`src/rtl/ssmh_pkg.sv`:
```
// shared constants and types for the set-of-sets modular exponentiation hash
`timescale 1ns / 1ps
package ssmh_pkg;

    localparam int unsigned NUM_WIDTH_DEF = 31;
    localparam int unsigned DATA_W        = 31;
    localparam int unsigned CMD_DEPTH     = 4;

    localparam logic [DATA_W-1:0] RESET_MODULUS  = 31'd60000607;
    localparam logic [15:0]       RESET_OFFSET   = 16'd4;
    localparam logic [15:0]       RESET_EXPONENT = 16'd20;

    localparam logic [7:0] CHAR_ZERO    = 8'd48;
    localparam logic [7:0] CHAR_NINE    = 8'd57;
    localparam logic [7:0] CHAR_NEWLINE = 8'd10;

    localparam int unsigned PADDR_W = 4;

    typedef enum logic [1:0] {
        REG_MODULUS  = 2'd0,
        REG_OFFSET   = 2'd1,
        REG_EXPONENT = 2'd2,
        REG_NONE     = 2'd3
    } ssmh_reg_idx_t;

    typedef struct packed {
        logic has_num;
        logic end_line;
        logic eos;
    } ssmh_flags_t;

endpackage

```
`src/rtl/ssmh_front.sv`:
```
// front end: digit accumulation and delimiter classification
`timescale 1ns / 1ps
module ssmh_front #(
    parameter int unsigned NUM_WIDTH = 31
) (
    input  logic                  clk,
    input  logic                  rst_n,
    input  logic                  push,
    input  logic [7:0]            text_byte,
    input  logic                  end_of_stream,
    input  logic                  q_full,
    output logic                  q_push,
    output ssmh_pkg::ssmh_flags_t q_flags,
    output logic [NUM_WIDTH-1:0]  q_num
);
    import ssmh_pkg::*;

    logic [NUM_WIDTH-1:0] number_acc_reg;
    logic [NUM_WIDTH-1:0] number_acc_next;
    logic                 accept;
    logic                 is_digit;
    logic                 is_newline;
    logic [NUM_WIDTH-1:0] digit_val;

    assign accept     = push && !q_full;
    assign is_digit   = (text_byte >= CHAR_ZERO) && (text_byte <= CHAR_NINE);
    assign is_newline = (text_byte == CHAR_NEWLINE);
    assign digit_val  = NUM_WIDTH'(text_byte - CHAR_ZERO);

    always_comb
    begin
        number_acc_next = number_acc_reg;
        q_push          = 1'b0;
        q_flags         = '0;
        q_num           = number_acc_reg;
        if (accept)
        begin
            if (!end_of_stream && is_digit)
            begin
                number_acc_next = (number_acc_reg << 3) + (number_acc_reg << 1) + digit_val;
            end
            else
            begin
                number_acc_next  = '0;
                q_flags.has_num  = (number_acc_reg != '0);
                q_flags.end_line = !end_of_stream && is_newline;
                q_flags.eos      = end_of_stream;
                q_push = q_flags.has_num || q_flags.end_line || q_flags.eos;
            end
        end
    end

    always_ff @(posedge clk or negedge rst_n)
    begin
        if (!rst_n)
        begin
            number_acc_reg <= '0;
        end
        else
        begin
            number_acc_reg <= number_acc_next;
        end
    end

endmodule

```
`src/rtl/ssmh_fifo.sv`:
```
// short command queue between front and back
`timescale 1ns / 1ps
module ssmh_fifo #(
    parameter int unsigned WIDTH = 8,
    parameter int unsigned DEPTH = 4
) (
    input  logic             clk,
    input  logic             rst_n,
    input  logic             wr_en,
    input  logic [WIDTH-1:0] wr_data,
    input  logic             rd_en,
    output logic [WIDTH-1:0] rd_data,
    output logic             full,
    output logic             empty
);
    localparam int unsigned PW = (DEPTH > 1) ? $clog2(DEPTH) : 1;
    localparam int unsigned CW = $clog2(DEPTH + 1);

    logic [WIDTH-1:0] mem_reg [DEPTH];
    logic [PW-1:0]    wr_ptr_reg;
    logic [PW-1:0]    rd_ptr_reg;
    logic [CW-1:0]    count_reg;

    assign full    = (count_reg == CW'(DEPTH));
    assign empty   = (count_reg == '0);
    assign rd_data = mem_reg[rd_ptr_reg];

    always_ff @(posedge clk)
    begin
        if (wr_en)
        begin
            mem_reg[wr_ptr_reg] <= wr_data;
        end
    end

    always_ff @(posedge clk or negedge rst_n)
    begin
        if (!rst_n)
        begin
            wr_ptr_reg <= '0;
            rd_ptr_reg <= '0;
            count_reg  <= '0;
        end
        else
        begin
            if (wr_en)
            begin
                wr_ptr_reg <= (wr_ptr_reg == PW'(DEPTH - 1)) ? '0 : wr_ptr_reg + 1'b1;
            end
            if (rd_en)
            begin
                rd_ptr_reg <= (rd_ptr_reg == PW'(DEPTH - 1)) ? '0 : rd_ptr_reg + 1'b1;
            end
            if (wr_en && !rd_en)
            begin
                count_reg <= count_reg + 1'b1;
            end
            else if (rd_en && !wr_en)
            begin
                count_reg <= count_reg - 1'b1;
            end
        end
    end

endmodule

```
`src/rtl/ssmh_modmul.sv`:
```
// bit-serial modular multiplier, one bit of a per cycle, msb first
`timescale 1ns / 1ps
module ssmh_modmul #(
    parameter int unsigned AW = 32
) (
    input  logic                        clk,
    input  logic                        rst_n,
    input  logic                        start,
    input  logic [AW-1:0]               a,
    input  logic [ssmh_pkg::DATA_W-1:0] b,
    input  logic [ssmh_pkg::DATA_W-1:0] m,
    output logic                        done,
    output logic [ssmh_pkg::DATA_W-1:0] result
);
    import ssmh_pkg::*;

    localparam int unsigned CW = $clog2(AW + 1);

    logic [AW-1:0]     a_reg;
    logic [DATA_W-1:0] b_reg;
    logic [DATA_W-1:0] r_reg;
    logic [CW-1:0]     cnt_reg;
    logic              busy_reg;
    logic              done_reg;
    logic [DATA_W:0]   dbl;
    logic [DATA_W:0]   dbl_red;
    logic [DATA_W:0]   sum;
    logic [DATA_W:0]   sum_red;
    logic [DATA_W:0]   m_ext;

    assign m_ext   = {1'b0, m};
    assign dbl     = {r_reg, 1'b0};
    assign dbl_red = (dbl >= m_ext) ? dbl - m_ext : dbl;
    assign sum     = dbl_red + (a_reg[AW-1] ? {1'b0, b_reg} : '0);
    assign sum_red = (sum >= m_ext) ? sum - m_ext : sum;
    assign done    = done_reg;
    assign result  = r_reg;

    always_ff @(posedge clk or negedge rst_n)
    begin
        if (!rst_n)
        begin
            busy_reg <= 1'b0;
            done_reg <= 1'b0;
            cnt_reg  <= '0;
            r_reg    <= '0;
            a_reg    <= '0;
            b_reg    <= '0;
        end
        else
        begin
            done_reg <= 1'b0;
            if (start)
            begin
                busy_reg <= 1'b1;
                a_reg    <= a;
                b_reg    <= b;
                r_reg    <= '0;
                cnt_reg  <= CW'(AW);
            end
            else if (busy_reg)
            begin
                r_reg   <= sum_red[DATA_W-1:0];
                a_reg   <= a_reg << 1;
                cnt_reg <= cnt_reg - 1'b1;
                if (cnt_reg == CW'(1))
                begin
                    busy_reg <= 1'b0;
                    done_reg <= 1'b1;
                end
            end
        end
    end

endmodule

```
`src/rtl/ssmh_back.sv`:
```
// back end: line and total sums, exponentiation sequencer and result register
`timescale 1ns / 1ps
module ssmh_back #(
    parameter int unsigned NUM_WIDTH = 31,
    parameter int unsigned AW        = 32
) (
    input  logic                        clk,
    input  logic                        rst_n,
    input  logic                        q_empty,
    input  ssmh_pkg::ssmh_flags_t       q_flags,
    input  logic [NUM_WIDTH-1:0]        q_num,
    output logic                        q_pop,
    input  logic [ssmh_pkg::DATA_W-1:0] mod_eff,
    input  logic [15:0]                 offset,
    input  logic [15:0]                 exponent,
    input  logic                        pop,
    output logic                        empty,
    output logic [ssmh_pkg::DATA_W-1:0] digest,
    output logic                        out_load
);
    import ssmh_pkg::*;

    typedef enum logic [2:0] {
        S_IDLE, S_CMD, S_LINECHK, S_LOOP, S_WAIT, S_EMIT
    } state_t;

    typedef enum logic [2:0] {
        OP_BASE, OP_MULR, OP_SQR, OP_ADD, OP_DIGEST
    } op_t;

    state_t            state_reg;
    op_t               op_reg;
    ssmh_flags_t       flags_reg;
    logic [NUM_WIDTH-1:0] num_reg;
    logic              hash_line_reg;
    logic [DATA_W-1:0] line_sum_reg;
    logic [DATA_W-1:0] total_sum_reg;
    logic [DATA_W-1:0] bb_reg;
    logic [DATA_W-1:0] r_reg;
    logic [15:0]       e_reg;
    logic [DATA_W-1:0] hold_reg;
    logic [DATA_W-1:0] digest_reg;
    logic              out_valid_reg;
    logic              mul_start_reg;
    logic [AW-1:0]     mul_a_reg;
    logic [DATA_W-1:0] mul_b_reg;
    logic              mul_done;
    logic [DATA_W-1:0] mul_res;
    logic [DATA_W-1:0] one;
    logic              pop_ok;

    assign one      = (mod_eff == DATA_W'(1)) ? '0 : DATA_W'(1);
    assign pop_ok   = pop && out_valid_reg;
    assign q_pop    = (state_reg == S_IDLE) && !q_empty;
    assign out_load = (state_reg == S_EMIT) && (!out_valid_reg || pop_ok);
    assign empty    = !out_valid_reg;
    assign digest   = digest_reg;

    ssmh_modmul #(.AW(AW)) u_modmul (
        .clk    (clk),
        .rst_n  (rst_n),
        .start  (mul_start_reg),
        .a      (mul_a_reg),
        .b      (mul_b_reg),
        .m      (mod_eff),
        .done   (mul_done),
        .result (mul_res)
    );

    always_ff @(posedge clk or negedge rst_n)
    begin
        if (!rst_n)
        begin
            state_reg     <= S_IDLE;
            op_reg        <= OP_BASE;
            flags_reg     <= '0;
            num_reg       <= '0;
            hash_line_reg <= 1'b0;
            line_sum_reg  <= '0;
            total_sum_reg <= '0;
            bb_reg        <= '0;
            r_reg         <= '0;
            e_reg         <= '0;
            hold_reg      <= '0;
            digest_reg    <= '0;
            out_valid_reg <= 1'b0;
            mul_start_reg <= 1'b0;
            mul_a_reg     <= '0;
            mul_b_reg     <= '0;
        end
        else
        begin
            mul_start_reg <= 1'b0;
            if (pop_ok && !out_load)
            begin
                out_valid_reg <= 1'b0;
            end
            unique case (state_reg)
                S_IDLE:
                begin
                    if (!q_empty)
                    begin
                        flags_reg <= q_flags;
                        num_reg   <= q_num;
                        state_reg <= S_CMD;
                    end
                end
                S_CMD:
                begin
                    if (flags_reg.has_num)
                    begin
                        mul_a_reg     <= AW'(num_reg) + AW'(offset);
                        mul_b_reg     <= one;
                        op_reg        <= OP_BASE;
                        hash_line_reg <= 1'b0;
                        mul_start_reg <= 1'b1;
                        state_reg     <= S_WAIT;
                    end
                    else
                    begin
                        state_reg <= S_LINECHK;
                    end
                end
                S_LINECHK:
                begin
                    if (flags_reg.end_line || flags_reg.eos)
                    begin
                        if (line_sum_reg != '0)
                        begin
                            mul_a_reg     <= AW'(line_sum_reg) + AW'(offset);
                            mul_b_reg     <= one;
                            op_reg        <= OP_BASE;
                            hash_line_reg <= 1'b1;
                            mul_start_reg <= 1'b1;
                            state_reg     <= S_WAIT;
                        end
                        else if (flags_reg.eos)
                        begin
                            mul_a_reg     <= AW'(total_sum_reg);
                            mul_b_reg     <= one;
                            op_reg        <= OP_DIGEST;
                            mul_start_reg <= 1'b1;
                            state_reg     <= S_WAIT;
                        end
                        else
                        begin
                            state_reg <= S_IDLE;
                        end
                    end
                    else
                    begin
                        state_reg <= S_IDLE;
                    end
                end
                S_LOOP:
                begin
                    mul_start_reg <= 1'b1;
                    state_reg     <= S_WAIT;
                    if (e_reg == '0)
                    begin
                        mul_a_reg <= hash_line_reg ? AW'(total_sum_reg) + AW'(r_reg)
                                                   : AW'(line_sum_reg) + AW'(r_reg);
                        mul_b_reg <= one;
                        op_reg    <= OP_ADD;
                    end
                    else if (e_reg[0])
                    begin
                        mul_a_reg <= AW'(r_reg);
                        mul_b_reg <= bb_reg;
                        op_reg    <= OP_MULR;
                    end
                    else
                    begin
                        mul_a_reg <= AW'(bb_reg);
                        mul_b_reg <= bb_reg;
                        op_reg    <= OP_SQR;
                    end
                end
                S_WAIT:
                begin
                    if (mul_done)
                    begin
                        unique case (op_reg)
                            OP_BASE:
                            begin
                                bb_reg    <= mul_res;
                                r_reg     <= one;
                                e_reg     <= exponent;
                                state_reg <= S_LOOP;
                            end
                            OP_MULR:
                            begin
                                r_reg         <= mul_res;
                                mul_a_reg     <= AW'(bb_reg);
                                mul_b_reg     <= bb_reg;
                                op_reg        <= OP_SQR;
                                mul_start_reg <= 1'b1;
                            end
                            OP_SQR:
                            begin
                                bb_reg    <= mul_res;
                                e_reg     <= e_reg >> 1;
                                state_reg <= S_LOOP;
                            end
                            OP_ADD:
                            begin
                                if (hash_line_reg)
                                begin
                                    total_sum_reg <= mul_res;
                                    line_sum_reg  <= '0;
                                    if (flags_reg.eos)
                                    begin
                                        mul_a_reg     <= AW'(mul_res);
                                        mul_b_reg     <= one;
                                        op_reg        <= OP_DIGEST;
                                        mul_start_reg <= 1'b1;
                                    end
                                    else
                                    begin
                                        state_reg <= S_IDLE;
                                    end
                                end
                                else
                                begin
                                    line_sum_reg <= mul_res;
                                    state_reg    <= S_LINECHK;
                                end
                            end
                            OP_DIGEST:
                            begin
                                hold_reg  <= mul_res;
                                state_reg <= S_EMIT;
                            end
                            default:
                            begin
                                state_reg <= S_IDLE;
                            end
                        endcase
                    end
                end
                S_EMIT:
                begin
                    if (!out_valid_reg || pop_ok)
                    begin
                        out_valid_reg <= 1'b1;
                        digest_reg    <= hold_reg;
                        total_sum_reg <= '0;
                        line_sum_reg  <= '0;
                        state_reg     <= S_IDLE;
                    end
                end
                default:
                begin
                    state_reg <= S_IDLE;
                end
            endcase
        end
    end

endmodule

```
`src/rtl/set_of_sets_modexp_hash.sv`:
```
// top level of the set-of-sets modular exponentiation hash
// usage:
//   text enters one byte per transfer on push/full with end_of_stream as a flag;
//   an end_of_stream transfer produces one digest on the empty/pop side.
//   digits are folded into a number in the front end and never produce
//   work; a delimiter pushes a command into a four-entry queue only when it
//   ends a nonzero number, is a newline or comes with end_of_stream.
//   the back end runs each hash as square-and-multiply on one bit-serial
//   modular multiplier of 32 steps per product (NUM_WIDTH+1 above 31 bits),
//   and a number ended by a newline costs two hashes plus the sum reductions.
//   full rises only while the command queue holds four commands.
//   the digest waits in an output register; while pop stays low the back end
//   holds the next digest and then the queue fills, raising full.
//   reset clears all sums, the queue and the output register and loads the
//   register defaults modulus 60000607, offset 4, exponent 20.
//   configuration goes through the apb port at byte addresses 0, 4 and 8;
//   write it only while no work is pending; the block does not enforce that.
`timescale 1ns / 1ps
module set_of_sets_modexp_hash #(
    parameter int unsigned NUM_WIDTH = ssmh_pkg::NUM_WIDTH_DEF
) (
    input  logic                         clk,
    input  logic                         rst_n,
    input  logic                         psel,
    input  logic                         penable,
    input  logic                         pwrite,
    input  logic [ssmh_pkg::PADDR_W-1:0] paddr,
    input  logic [31:0]                  pwdata,
    output logic [31:0]                  prdata,
    output logic                         pready,
    input  logic                         push,
    output logic                         full,
    input  logic [7:0]                   text_byte,
    input  logic                         end_of_stream,
    input  logic                         pop,
    output logic                         empty,
    output logic [ssmh_pkg::DATA_W-1:0]  digest
);
    import ssmh_pkg::*;

    localparam int unsigned AW = ((NUM_WIDTH > DATA_W) ? NUM_WIDTH : DATA_W) + 1;
    localparam int unsigned QW = $bits(ssmh_flags_t) + NUM_WIDTH;

    logic [DATA_W-1:0]    modulus_reg;
    logic [15:0]          offset_reg;
    logic [15:0]          exponent_reg;
    logic [DATA_W-1:0]    mod_eff;
    ssmh_reg_idx_t        reg_idx;
    logic                 cfg_wr;
    logic                 q_push;
    logic                 q_pop;
    logic                 q_full;
    logic                 q_empty;
    ssmh_flags_t          f_flags;
    ssmh_flags_t          b_flags;
    logic [NUM_WIDTH-1:0] f_num;
    logic [NUM_WIDTH-1:0] b_num;
    logic [QW-1:0]        q_rd;
    logic                 out_load;

    assign pready  = 1'b1;
    assign cfg_wr  = psel && penable && pwrite;
    assign reg_idx = ssmh_reg_idx_t'(paddr[3:2]);
    assign mod_eff = (modulus_reg == '0) ? DATA_W'(1) : modulus_reg;
    assign full    = q_full;

    always_comb
    begin
        unique case (reg_idx)
            REG_MODULUS:  prdata = {1'b0, modulus_reg};
            REG_OFFSET:   prdata = {16'd0, offset_reg};
            REG_EXPONENT: prdata = {16'd0, exponent_reg};
            default:      prdata = '0;
        endcase
    end

    always_ff @(posedge clk or negedge rst_n)
    begin
        if (!rst_n)
        begin
            modulus_reg  <= RESET_MODULUS;
            offset_reg   <= RESET_OFFSET;
            exponent_reg <= RESET_EXPONENT;
        end
        else if (cfg_wr)
        begin
            unique case (reg_idx)
                REG_MODULUS:  modulus_reg  <= pwdata[DATA_W-1:0];
                REG_OFFSET:   offset_reg   <= pwdata[15:0];
                REG_EXPONENT: exponent_reg <= pwdata[15:0];
                default:      modulus_reg  <= modulus_reg;
            endcase
        end
    end

    ssmh_front #(.NUM_WIDTH(NUM_WIDTH)) u_front (
        .clk           (clk),
        .rst_n         (rst_n),
        .push          (push),
        .text_byte     (text_byte),
        .end_of_stream (end_of_stream),
        .q_full        (q_full),
        .q_push        (q_push),
        .q_flags       (f_flags),
        .q_num         (f_num)
    );

    ssmh_fifo #(.WIDTH(QW), .DEPTH(CMD_DEPTH)) u_fifo (
        .clk     (clk),
        .rst_n   (rst_n),
        .wr_en   (q_push),
        .wr_data ({f_flags, f_num}),
        .rd_en   (q_pop),
        .rd_data (q_rd),
        .full    (q_full),
        .empty   (q_empty)
    );

    assign b_flags = ssmh_flags_t'(q_rd[QW-1:NUM_WIDTH]);
    assign b_num   = q_rd[NUM_WIDTH-1:0];

    ssmh_back #(.NUM_WIDTH(NUM_WIDTH), .AW(AW)) u_back (
        .clk      (clk),
        .rst_n    (rst_n),
        .q_empty  (q_empty),
        .q_flags  (b_flags),
        .q_num    (b_num),
        .q_pop    (q_pop),
        .mod_eff  (mod_eff),
        .offset   (offset_reg),
        .exponent (exponent_reg),
        .pop      (pop),
        .empty    (empty),
        .digest   (digest),
        .out_load (out_load)
    );

    a_no_overflow: assert property (@(posedge clk) disable iff (!rst_n)
        !(q_push && q_full))
        else $error("command pushed into full queue");

    a_no_underflow: assert property (@(posedge clk) disable iff (!rst_n)
        !(q_pop && q_empty))
        else $error("command popped from empty queue");

    a_no_overwrite: assert property (@(posedge clk) disable iff (!rst_n)
        out_load |-> (empty || pop))
        else $error("digest overwritten before transfer");

    a_digest_range: assert property (@(posedge clk) disable iff (!rst_n)
        !empty |-> (digest < mod_eff))
        else $error("digest not reduced");

endmodule

```
`config.mk`:
```
export PLATFORM = sky130hd
export DESIGN_NAME = set_of_sets_modexp_hash
export DESIGN_NICKNAME = d
export VERILOG_FILES = /design/src/rtl/ssmh_pkg.sv /design/src/rtl/ssmh_front.sv /design/src/rtl/ssmh_fifo.sv /design/src/rtl/ssmh_modmul.sv /design/src/rtl/ssmh_back.sv /design/src/rtl/set_of_sets_modexp_hash.sv
export SDC_FILE = /design/constraint.sdc
export NUM_CORES = 2
export LEC_CHECK = 0
export ABC_AREA = 1
export BUFFER_PORTS_ARGS = -buffer_cell sky130_fd_sc_hd__buf_2
export CAP_MARGIN = 30
export CORE_ASPECT_RATIO = 2
export CORE_MARGIN = 4
export CORE_UTILIZATION = 40
export CTS_BUF_LIST = sky130_fd_sc_hd__clkbuf_4
export DETAILED_ROUTE_END_ITERATION = 10
export MAX_ROUTING_LAYER = met4
export PLACE_DENSITY = 0.66
export SETUP_SLACK_MARGIN = 0.3
export SLEW_MARGIN = 10
export SYNTH_ARGS = -nofsm -noshare
export SYNTH_HDL_FRONTEND = slang
export SYNTH_SLANG_ARGS = --single-unit
```
`constraint.sdc`:
```
create_clock -name clk -period 5.51 [get_ports clk]
set_input_delay 0.551 -clock clk [delete_from_list [all_inputs] [get_ports clk]]
set_output_delay 0.551 -clock clk [all_outputs]
set_load 0.01 [all_outputs]
```
==> impl_metrics.tcl <==
set metrics [dict create \
    status "complete, but fails checks" \
    failed_checks "negative setup slack" \
    antenna_found_initial 4 \
    routed_wl_mm 168 \
    slew_viol_final 0 \
    synthesis.nets 5501 \
    gp_congestion 1.07 \
    syn_area_sq_um 40400 \
    slowest_delay_ns 0.53 \
    synth_edf_count 136 \
    grt_pass1_wl_mm 251 \
    die_w_microns 233 \
    fin_hold_ws_ns 0.119 \
    endpoint_kind "register" \
    cp-start-kind "register" \
    fp.coreArea_sq_um 100000 \
    initial_core_util_pct 40.4 \
    max_cap_viol_count 0 \
    die_y_microns 458 \
    cp_slowest_cell "dfstp_2" \
    cts_buffers 154 \
    antenna_left 0 \
    crit_path_max_fanout 8 \
    setup_viol 31 \
    fin_skew_ns 0.100 \
    cts_max_level 4 \
    regToRegEndpoint "u_back.u_modmul.result[9]" \
    post-route-period-util_pct 114 \
    critical_path.endpoint "u_back.u_modmul.result[9]" \
    dieArea_sq_um 107000 \
    drt_iter0_drc 3117 \
    max-vdd-ir-drop_mv 0.286 \
    rrSetupSlack_ns -0.76 \
    first_pass_iters 6 \
    worst_pin_slew_ns 1.18 \
    num-nets-final 6157 \
    cts_tree "yes" \
    seq_area_frac_synth_pct 41.8 \
    leakage_nw 24.5 \
    fmax_ghz 0.160 \
    hp-class "input pin to register" \
    cts_root_buf "clkbuf_4" \
    fillerInstances 10100 \
    clock_path_buffers 3 \
    hold_viol_final 0 \
    grt_max_degree 135 \
    largest_register_ffs 136 \
    setup_tns_ns -22.01 \
    r2r_start "modulus_reg[17]" \
    hpwl_mm 128 \
    viasPerCell 5.52 \
    route.detailed.drc 0 \
    postSynth.asyncResetShare_pct 79.0 \
    min_from "text_byte[5]" \
    worstRegToRegCells 39 \
    synth_area_per_cell_sq_um 7.75 \
    setup.worst_path.start "modulus_reg[17]" \
    yosys_warnings 0 \
    cts_sinks 647 \
    worst_slew_margin_rel_pct 20.4 \
    synth_flop_cell "dfrtp_1" \
    grt_overflow_total 0 \
    ys_types 75 \
    drive_gt1_share_pct 19.6 \
    syn_to_final_growth_pct 22.8 \
    synth-seq-cells 647 \
    cp.arrival_ns 7.25 \
    routedWlPerCell_microns 22.9 \
    via_count 40400 \
    power_density_nw_per_um2 238 \
    post-route-util_pct 49.6 \
    clkLatencyLatePin_ns 1.16 \
    row_count 164 \
    io_buffers 112 \
    critical_path_required_ns 6.49 \
    critPathKind "register to register" \
    setup_ws_ns -0.759 \
    grt_pass1_vias 41000 \
    rsz0062_at_grt "true" \
    synthCells 5217 \
    path_clk_slew_ns 0.08 \
    place_ws_ns -1.40 \
    post-route-min-period_ns 6.27 \
    pin_count 118 \
    grt_usage_pct 32.3 \
]
==> cells in the mapped netlist (14+ instances only) <==
cell type	count	share of area, %
a21o_1	19	0.35
a21oi_1	322	4.0
a31oi_1	36	0.56
buf_2	23	0.28
clkbuf_1	190	1.8
dfrtp_1	493	31
dfstp_2	18	1.2
edfxtp_1	136	10
fa_1	35	1.7
ha_1	197	6.1
inv_1	589	5.5
inv_2	22	0.20
nand2_1	1078	10
nand3_1	218	2.7
nand4_1	69	1.1
nor2_1	456	4.2
nor3_1	79	0.98
nor4_1	32	0.50
o211ai_1	33	0.61
o21a_1	18	0.33
o21ai_0	713	8.8
o21bai_1	14	0.26
o221ai_1	24	0.52
o22ai_1	67	1.0
o311ai_0	16	0.35
o31ai_1	26	0.48
xnor2_1	54	1.2
xor2_1	76	1.6
==> placed cells by master (no fill, tap or decap), drive strengths merged, types with 12 or more instances in the layout <==
cell type	n
o221ai	24
o22ai	67
edfxtp	136
dlygate4sd3	52
nand4	69
o311ai	16
buf	674
o21bai	14
nor3	80
xnor2	54
a31oi	36
o31ai	26
o211ai	34
o21ai	731
dfstp	18
inv	619
a21o	19
o21a	18
nand2	1089
nand3	219
clkinv	72
a21oi	326
or2	18
dfrtp	493
clkbuf	203
a21boi	12
ha	197
xor2	76
nor4	32
nor2	463
fa	35
==> where the power goes <==
| group | internal (mW) | total (mW) | switching, mW |
|---|---|---|---|
| Combinational | 0.927 | 2.37 | 1.44 |
| Sequential | 5.18 | 5.39 | 0.212 |
| Clock | 1.89 | 4.05 | 2.16 |
| Total | 8.00 | 11.8 | 3.82 |
==> logic make-up (layout without fill, tap and decap cells) <==
group / after synthesis / in the layout / share of synthesized area, %
buf+inv: 849 / 1624 / 8.09
other cells: 2 / 10 / 0.0186
flops: 647 / 647 / 41.8
fa+ha+maj: 232 / 232 / 7.83
compound gates: 1371 / 1371 / 19.0
mux: 2 / 2 / 0.0526
xor+xnor: 130 / 130 / 2.82
simple gates: 1984 / 1986 / 20.4
==> per-stage QoR <==
| step | total power [mW] | area, sq um | cells |
|---|---|---|---|
| floorplan | 6.57 | 40600 | 5217 |
| global placement | 7.72 | 45900 | 6949 |
| detailed placement | 7.74 | 46100 | 6954 |
| CTS | 11.9 | 49200 | 7308 |
| global route | 12.4 | 49600 | 7329 |
| finish | 11.8 | 49600 | 7330 |
==> worst max-delay path: cells and delay by family (launching register included) <==
kind            cells  cell delay (ns)
xor+xnor            1             0.17
fa+ha+maj           4             1.01
buf+inv             9             0.99
simple gates       13             1.26
compound gates     12             2.19
flops               1             0.53
==> cell type report <==
class / instances / area (sq um) / share of cell area, %
flip-flops and latches: 647 / 16900 / 34.0
inverters: 619 / 2320 / 4.68
well taps: 1328 / 1660 / 3.35
repair buffers: 728 / 5660 / 11.4
diodes: 8 / 20.0 / 0.0403
clock buffers: 201 / 1510 / 3.04
clock inverters: 76 / 448 / 0.903
multi-input cells: 3723 / 21100 / 42.5
==> routing by layer <==
metal	global-route usage, %	vias to the layer above	wire (microns)
met5	-	-	0
met4	27.2	0	18300
met3	4.92	679	8700
met2	54.8	1560	84200
met1	32.2	19200	57000
li1	-	19000	-
==> worst min path at each step <==
stage	slack [ns]	endpoint	depth (start not counted)
floorplan	0.26	exponent_reg[0]	0
global placement	0.46	u_back.mul_a_reg[30]	2
detailed placement	0.47	u_back.digest[14]	2
CTS	0.005	u_front.q_num[18]	5
global route	0.05	u_front.q_num[9]	5
finish	0.12	u_front.q_num[9]	5
==> repair_timing <==
item                                    4_1_cts  5_1_grt
hold buffers                                 53        0
endpoints found under the setup margin       31       31
cloned                                        4        0
gates resized for setup                      94       64
endpoints found under the hold margin       181        0
pin swaps                                    40       52
setup buffers                                20       10
Power figures use the tool's default switching activity.
